[src/rtl/rhc_pkg.sv]
// Package for the RGB to HSV converter: field widths, conversion constants
// and the record that moves down the divider chain. Depends on nothing.
package rhc_pkg;

   // Field widths.
   localparam int CH_W  = 8;
   localparam int HUE_W = 10;
   localparam int SAT_W = 8;

   // Quotient bits per division (hue reaches 360) and partial remainder width.
   localparam int QUO_W = 9;
   localparam int REM_W = 17;

   // Conversion constants.
   localparam int HUE_SCALE      = 60;
   localparam int SAT_SCALE      = 255;
   localparam int BASE_RED_MIN   = 3;
   localparam int BASE_GREEN_MIN = 5;
   localparam int BASE_OTHER     = 1;
   localparam logic signed [HUE_W-1:0] HUE_GRAY = -10'sd1;

   // Record handed from stage to stage: two restoring divisions run side by side.
   typedef struct packed {
      logic [REM_W-1:0] hue_rem;
      logic [REM_W-1:0] hue_div;
      logic [QUO_W-1:0] hue_quo;
      logic [REM_W-1:0] sat_rem;
      logic [REM_W-1:0] sat_div;
      logic [QUO_W-1:0] sat_quo;
      logic             gray;
      logic [CH_W-1:0]  val;
   } rhc_stage_type;

endpackage

[src/rtl/rhc_if.sv]
// Request and response channel interfaces of the RGB to HSV converter.
// Depends on rhc_pkg for the field widths.
interface rhc_req_if;
   logic                      valid;
   logic                      ready;
   logic [rhc_pkg::CH_W-1:0]  red_in;
   logic [rhc_pkg::CH_W-1:0]  green_in;
   logic [rhc_pkg::CH_W-1:0]  blue_in;

   modport source (output valid, output red_in, output green_in, output blue_in,
                   input ready);
   modport sink   (input valid, input red_in, input green_in, input blue_in,
                   output ready);
endinterface

interface rhc_rsp_if;
   logic                              valid;
   logic                              ready;
   logic signed [rhc_pkg::HUE_W-1:0]  hue_out;
   logic [rhc_pkg::SAT_W-1:0]         sat_out;
   logic [rhc_pkg::CH_W-1:0]          val_out;

   modport source (output valid, output hue_out, output sat_out, output val_out,
                   input ready);
   modport sink   (input valid, input hue_out, input sat_out, input val_out,
                   output ready);
endinterface

[src/rtl/rgb_to_hsv_converter.sv]
// Top level of the RGB to HSV converter: front stage followed by a chain of
// divider cells. Depends on rhc_pkg, rhc_if, rhc_front and rhc_div_cell.
//
//   channel | dir | fields                       | handshake
//   req     | in  | red_in, green_in, blue_in    | valid / ready
//   rsp     | out | hue_out, sat_out, val_out    | valid / ready
//
// One pixel enters per clock unless a stall on the response side backs up the chain.
// The chain is one front stage plus one cell per quotient bit (9 cells).
// Each stage holds its item under stall and refills its bubbles independently.
// Reset clears only the stage valid flags; the data registers are not reset.
module rgb_to_hsv_converter (
   input  logic      clock,
   input  logic      reset,
   rhc_req_if.sink   req,
   rhc_rsp_if.source rsp
);
   import rhc_pkg::*;

   logic          stage_valid [QUO_W+1];
   logic          stage_ready [QUO_W+1];
   rhc_stage_type stage_data  [QUO_W+1];
   rhc_stage_type last;

   rhc_front u_front (
      .clock     (clock),
      .reset     (reset),
      .req       (req),
      .out_valid (stage_valid[0]),
      .out_ready (stage_ready[0]),
      .out_data  (stage_data[0])
   );

   // One cell per quotient bit, most significant bit first.
   for (genvar i = 0; i < QUO_W; i++) begin : g_cell
      rhc_div_cell u_cell (
         .clock     (clock),
         .reset     (reset),
         .in_valid  (stage_valid[i]),
         .in_ready  (stage_ready[i]),
         .in_data   (stage_data[i]),
         .out_valid (stage_valid[i+1]),
         .out_ready (stage_ready[i+1]),
         .out_data  (stage_data[i+1])
      );
   end

   // The last cell is the output register; gray pixels override the quotients.
   assign last              = stage_data[QUO_W];
   assign rsp.valid         = stage_valid[QUO_W];
   assign stage_ready[QUO_W] = rsp.ready;
   assign rsp.hue_out = last.gray ? HUE_GRAY : $signed(HUE_W'(last.hue_quo));
   assign rsp.sat_out = last.gray ? '0 : last.sat_quo[SAT_W-1:0];
   assign rsp.val_out = last.val;

`ifndef NO_ASSERTIONS
   // A gray result carries zero saturation.
   a_gray_sat : assert property (@(posedge clock) disable iff (reset)
      (rsp.valid && rsp.hue_out == HUE_GRAY) |-> (rsp.sat_out == '0))
      else $error("gray result with nonzero saturation");

   // A colored result has hue in range and nonzero saturation.
   a_color_range : assert property (@(posedge clock) disable iff (reset)
      (rsp.valid && rsp.hue_out != HUE_GRAY) |->
         (rsp.hue_out >= 0 && rsp.hue_out <= 10'sd360 && rsp.sat_out != '0))
      else $error("colored result out of range");

   // A colored result comes from a pixel with a nonzero largest channel.
   a_color_val : assert property (@(posedge clock) disable iff (reset)
      (rsp.valid && !last.gray) |-> (rsp.val_out != '0))
      else $error("colored result with zero value");

   // Requests are refused only when the whole chain is full and stalled.
   a_full_stall : assert property (@(posedge clock) disable iff (reset)
      !req.ready |-> (rsp.valid && !rsp.ready && stage_valid[0]))
      else $error("request refused while the chain has room");
`endif

endmodule

[src/rtl/rhc_front.sv]
// Front stage: finds max, min and sector, and forms both dividends and divisors.
// Depends on rhc_pkg and rhc_if.
module rhc_front (
   input  logic                   clock,
   input  logic                   reset,
   rhc_req_if.sink                req,
   output logic                   out_valid,
   input  logic                   out_ready,
   output rhc_pkg::rhc_stage_type out_data
);
   import rhc_pkg::*;

   logic [CH_W-1:0]        r, g, b;
   logic [CH_W-1:0]        mx, mn, d;
   logic [2:0]             base;
   logic signed [CH_W:0]   f;
   logic signed [11:0]     span;
   logic [10:0]            base_d;
   logic [REM_W-1:0]       hue_num;
   logic [REM_W-1:0]       sat_num;
   logic                   valid_ff, valid_in;
   rhc_stage_type          data_ff, data_in;

   assign r = req.red_in;
   assign g = req.green_in;
   assign b = req.blue_in;

   // Largest and smallest channel.
   always_comb begin
      mx = r;
      mn = r;
      if (g > mx) mx = g;
      if (b > mx) mx = b;
      if (g < mn) mn = g;
      if (b < mn) mn = b;
   end

   assign d = mx - mn;

   // Sector base and offset; red wins a tie for the minimum, then green.
   always_comb begin
      if (r == mn) begin
         base = 3'(BASE_RED_MIN);
         f    = $signed({1'b0, g}) - $signed({1'b0, b});
      end else if (g == mn) begin
         base = 3'(BASE_GREEN_MIN);
         f    = $signed({1'b0, b}) - $signed({1'b0, r});
      end else begin
         base = 3'(BASE_OTHER);
         f    = $signed({1'b0, r}) - $signed({1'b0, g});
      end
   end

   // The offset lies within plus or minus d, so the span is never negative.
   assign base_d  = 11'(base) * 11'(d);
   assign span    = $signed({1'b0, base_d}) - 12'(f);
   assign hue_num = REM_W'(span[10:0]) * REM_W'(HUE_SCALE);
   assign sat_num = REM_W'(d) * REM_W'(SAT_SCALE);

   // Dividends enter as the first partial remainders; divisors are pre-aligned.
   always_comb begin
      data_in.hue_rem = hue_num;
      data_in.hue_div = REM_W'(d) << (QUO_W - 1);
      data_in.hue_quo = '0;
      data_in.sat_rem = sat_num;
      data_in.sat_div = REM_W'(mx) << (QUO_W - 1);
      data_in.sat_quo = '0;
      data_in.gray    = (d == '0);
      data_in.val     = mx;
   end

   assign req.ready = !valid_ff || out_ready;
   assign valid_in  = req.ready ? req.valid : valid_ff;

   always_ff @(posedge clock) begin
      if (reset) begin
         valid_ff <= 1'b0;
      end else begin
         valid_ff <= valid_in;
      end
   end

   always_ff @(posedge clock) begin
      if (req.valid && req.ready) begin
         data_ff <= data_in;
      end
   end

   assign out_valid = valid_ff;
   assign out_data  = data_ff;

endmodule

[src/rtl/rhc_div_cell.sv]
// One cell of the divider chain: a restoring step for hue and for saturation.
// Depends on rhc_pkg.
module rhc_div_cell (
   input  logic                   clock,
   input  logic                   reset,
   input  logic                   in_valid,
   output logic                   in_ready,
   input  rhc_pkg::rhc_stage_type in_data,
   output logic                   out_valid,
   input  logic                   out_ready,
   output rhc_pkg::rhc_stage_type out_data
);
   import rhc_pkg::*;

   logic          hue_take, sat_take;
   logic          valid_ff, valid_in;
   rhc_stage_type data_ff, data_in;

   assign hue_take = in_data.hue_rem >= in_data.hue_div;
   assign sat_take = in_data.sat_rem >= in_data.sat_div;

   // Subtract when the divisor fits, shift the remainder, append a quotient bit.
   always_comb begin
      data_in = in_data;
      if (hue_take) begin
         data_in.hue_rem = (in_data.hue_rem - in_data.hue_div) << 1;
      end else begin
         data_in.hue_rem = in_data.hue_rem << 1;
      end
      if (sat_take) begin
         data_in.sat_rem = (in_data.sat_rem - in_data.sat_div) << 1;
      end else begin
         data_in.sat_rem = in_data.sat_rem << 1;
      end
      data_in.hue_quo = {in_data.hue_quo[QUO_W-2:0], hue_take};
      data_in.sat_quo = {in_data.sat_quo[QUO_W-2:0], sat_take};
   end

   assign in_ready = !valid_ff || out_ready;
   assign valid_in = in_ready ? in_valid : valid_ff;

   always_ff @(posedge clock) begin
      if (reset) begin
         valid_ff <= 1'b0;
      end else begin
         valid_ff <= valid_in;
      end
   end

   always_ff @(posedge clock) begin
      if (in_valid && in_ready) begin
         data_ff <= data_in;
      end
   end

   assign out_valid = valid_ff;
   assign out_data  = data_ff;

endmodule
[src/flat_wrapper.sv]
// flat-port wrapper written by rule: the top's interface ports become plain ports
module rgb_to_hsv_converter_flat import rhc_pkg::*;
  (clock, reset, req_valid, req_red_in, req_green_in, req_blue_in, req_ready, rsp_valid, rsp_hue_out, rsp_sat_out, rsp_val_out, rsp_ready);
  rhc_req_if req_i ();
  rhc_rsp_if rsp_i ();
  input  logic clock;
  input  logic reset;
  input wire logic [$bits(req_i.valid)-1:0] req_valid;
  input wire logic [$bits(req_i.red_in)-1:0] req_red_in;
  input wire logic [$bits(req_i.green_in)-1:0] req_green_in;
  input wire logic [$bits(req_i.blue_in)-1:0] req_blue_in;
  output wire logic [$bits(req_i.ready)-1:0] req_ready;
  output wire logic [$bits(rsp_i.valid)-1:0] rsp_valid;
  output wire logic [$bits(rsp_i.hue_out)-1:0] rsp_hue_out;
  output wire logic [$bits(rsp_i.sat_out)-1:0] rsp_sat_out;
  output wire logic [$bits(rsp_i.val_out)-1:0] rsp_val_out;
  input wire logic [$bits(rsp_i.ready)-1:0] rsp_ready;
  assign req_i.valid = req_valid;
  assign req_i.red_in = req_red_in;
  assign req_i.green_in = req_green_in;
  assign req_i.blue_in = req_blue_in;
  assign req_ready = req_i.ready;
  assign rsp_valid = rsp_i.valid;
  assign rsp_hue_out = rsp_i.hue_out;
  assign rsp_sat_out = rsp_i.sat_out;
  assign rsp_val_out = rsp_i.val_out;
  assign rsp_i.ready = rsp_ready;
  rgb_to_hsv_converter u_core (.clock(clock), .reset(reset), .req(req_i), .rsp(rsp_i));
endmodule
[config.mk]
export PLATFORM = sky130hd
export DESIGN_NAME = rgb_to_hsv_converter_flat
export DESIGN_NICKNAME = d
export VERILOG_FILES = /design/src/rtl/rhc_pkg.sv /design/src/rtl/rhc_if.sv /design/src/rtl/rgb_to_hsv_converter.sv /design/src/rtl/rhc_front.sv /design/src/rtl/rhc_div_cell.sv /design/src/flat_wrapper.sv
export SDC_FILE = /design/constraint.sdc
export NUM_CORES = 1
export LEC_CHECK = 0
export BUFFER_PORTS_ARGS = -buffer_cell sky130_fd_sc_hd__buf_2
export CORE_ASPECT_RATIO = 0.5
export CORE_MARGIN = 8
export CORE_UTILIZATION = 30
export CTS_CLUSTER_DIAMETER = 80
export DETAILED_ROUTE_END_ITERATION = 8
export GPL_TIMING_DRIVEN = 0
export PLACE_DENSITY_LB_ADDON = 0.12
export SLEW_MARGIN = 10
export SYNTH_ARGS = -nofsm -noshare
export SYNTH_HDL_FRONTEND = slang
export SYNTH_SLANG_ARGS = --single-unit
[constraint.sdc]
create_clock -name clock -period 10.5 [get_ports clock]
set_clock_uncertainty 0.2 [all_clocks]
set_input_delay 1.575 -clock clock [delete_from_list [all_inputs] [get_ports clock]]
set_output_delay 1.575 -clock clock [all_outputs]
set_load 0.01 [all_outputs]
==> results.md <==
* Remaining Overflow, GRT at 0
* HPWL Detailed at 42,720 um
* Area Growth Syn to Fin at 20.14%
* Fin Hold WS at 216.0 ps
* Initial Utilization at 30.10%
* CP most frequent cell: inv_2
* Cells after synthesis at 2,210
* Max Cap Viol at 0
* PortBufs at 54
* Final net count at 2,770
* Clock tree buffer depth at 3
* GRT Total Usage at 10.83%
* Hold WC Path Type: flip-flop to flip-flop
* Avg Cell Area, Syn at 12.27 um2
* Outcome: completed
* Total CTS buffers at 48
* Tcrit/Tclk final at 98.14%
* Hold_buf cts at 0
* Post-Route WL at 54,800 um
* Vias in the first global route at 16.95k
* Dpl cells at 3,477
* Post-synth top area share at 49.83%
* Worst-Skew Late Latency at 570 ps
* Die ar. at 100,900 um2
* CTS root buf: clkbuf_16
* Antenna Nets Post-Route at 0
* Routed vias/inst at 4.377
* Synth Flop Type: edfxtp_1
* Antenna violations before repair at 1
* Die X at 441.2 um
* Synth Warn # at 0
* Setup_tns at 0 ps
* Core Region at 90,080 um2
* Relative slew slack at 43.25%
* Area leader, netlist: edfxtp_1
* Fin crit period at 10,300 ps
* Pins Over Slew Limit at 0
* Worst-path clk slew at 60 ps
* Fraction of layout cells with a size suffix above 1 at 19.28%
* CTS tree: built
* DRC at 0
* Yosys cell types at 66
* Count leader, synth: edfxtp_1
* Fin. Hold Viols at 0
* Per-cell routed wire length at 15.08 um
* Synth Net Count at 2,582
* Worst-margin pin slew at 851.2 ps
* Largest net degree at the start of global routing at 33
* WP data arrival at 10,420 ps
* WS Path Type: input pin to flip-flop
* Post-synth EDFFs at 450
* CP Launch Type: input pin
* Final weighted congestion in routability-driven placement at 0.8016
* First-pass GRT wire length at 89,470 um
* Unrepaired setup endpoints after global routing: true
* Area of the mapped netlist at 27,120 um2
* Synth cell count leaders: 450 x edfxtp_1, 355 x inv_1, 264 x ha_1
* Drt pass-1 iters at 5
* Crit path largest cell delay at 530 ps
* CP Capture Type: flip-flop
* F_max at 0.09704 GHz
* Slowest-stage cell, CP: fa_1
* Site Rows at 78
* H-tree depth at 2
* Yosys reg bits at 460
* Via count at 15.91k
* Non-filler cells, final at 3,634
* Height of the chip at 228.6 um
* Final setup fails at 0
* Register area share after synthesis at 50.57%
* # clock sinks at 460
* Required @ worst endpoint at 10,610 ps
* Async SR Flop Fraction at 0%
* 1st-iter DRT viols at 657
* Critical-path maximum fanout at 8
* Largest cells by area after synthesis: edfxtp_1 50%, ha_1 12%, fa_1 5.9%
* # IOs at 56
-- cells in the final DEF (no fill, tap or decap), drive strengths merged, types with 11 or more instances in the layout --
master / instances
edfxtp: 450
inv: 354
ha: 264
buf: 154
nor2: 150
a21oi: 103
xnor2: 98
mux2: 81
fa: 80
o21ai: 78
clkbuf: 66
nor2b: 65
a21o: 48
mux2i: 47
nand2: 43
nand2b: 38
a21boi: 38
xor2: 31
nand4: 24
o21bai: 19
nor3: 18
o21a: 13
clkinv: 13
nand3: 11
-- worst max-delay path: cells and delay by family --
kind                       cells  cell delay, ps
buffers and inverters         12            1190
and+or+nand+nor                5            1020
muxes                          2             530
AOI/OAI and AO/OA             12            2460
adders and majority gates      8            3320
xor gates and xnor gates       2             290
-- sequential cells by signal (all words and copies together) (netlist names) --
| name | count |
|---|---|
| u_core.g_cell.u_cell.out_data | 403 |
| u_core.u_front.out_data | 47 |
| u_core.g_cell.u_cell.out_valid | 9 |
| u_core.u_front.out_valid | 1 |
-- timing repair --
| item | in CTS | in global routing |
|---|---|---|
| pin swaps | 34 | 70 |
| gates resized for setup | 76 | 105 |
| setup endpoints to repair | 15 | 9 |
| buffers inserted | 41 | 29 |
| cloned | 1 | 0 |
-- layout make-up --
type	instances	area, um2
antenna	2	5.005
buffer	25	200.2
clock buffer	57	1296
clock inverter	27	326.6
fill	8738	57500
inverter	355	1358
multi-input combinational	1370	12940
sequential	460	13710
tap	1200	1501
timing repair buffer	138	1241
-- path summary, 6_finish.rpt --
check,from,end,slack [ps],cells past startpoint
hold reg to reg,u_core.g_cell[7].u_cell.out_data[54],u_core.g_cell[8].u_cell.out_data[55],220,0
setup / recovery,req_red_in[2],u_core.u_front.out_data[94],200,41
hold / removal,u_core.g_cell[7].u_cell.out_data[54],u_core.g_cell[8].u_cell.out_data[55],220,0
setup reg to reg,u_core.g_cell[8].u_cell.out_valid,u_core.u_front.out_data[90],6690,8
-- per-stage QoR --
stage,worst slack (ps),util (%),area [um2]
final,195.3,36.17,32580
after global routing,-128.0,36.16,32570
after global placement,-2035,32.40,29190
after detailed placement,-2030,32.86,29600
after floorplan,-241.0,-,27420
after CTS,1.245,35.37,31860
-- routing by layer --
metal | vias up | GRT usage, % | part of all wire, %
li1 | 8162 | - | -
met1 | 7465 | 14.24 | 48
met2 | 186 | 18.56 | 46
met3 | 92 | 1.443 | 2.8
met4 | 0 | 3.192 | 2.7
met5 | - | 0 | 0
-- cells by family (layout without fill, tap and decap cells) --
family	Yosys count	in the layout	synth area share (%)
AO/OA/AOI/OAI	355	355	8.485
XOR/XNOR	130	130	4.277
adder cells (fa/ha/maj)	345	345	18.12
buffers and inverters	380	602	5.495
flip-flops	460	460	50.57
multiplexers	128	128	5.154
other	0	2	0
AND/OR/NAND/NOR	412	412	7.895
Power is left out: the tool's default activity adds up to more than one toggle a clock period on the data nets, which glitch-free logic cannot reach.
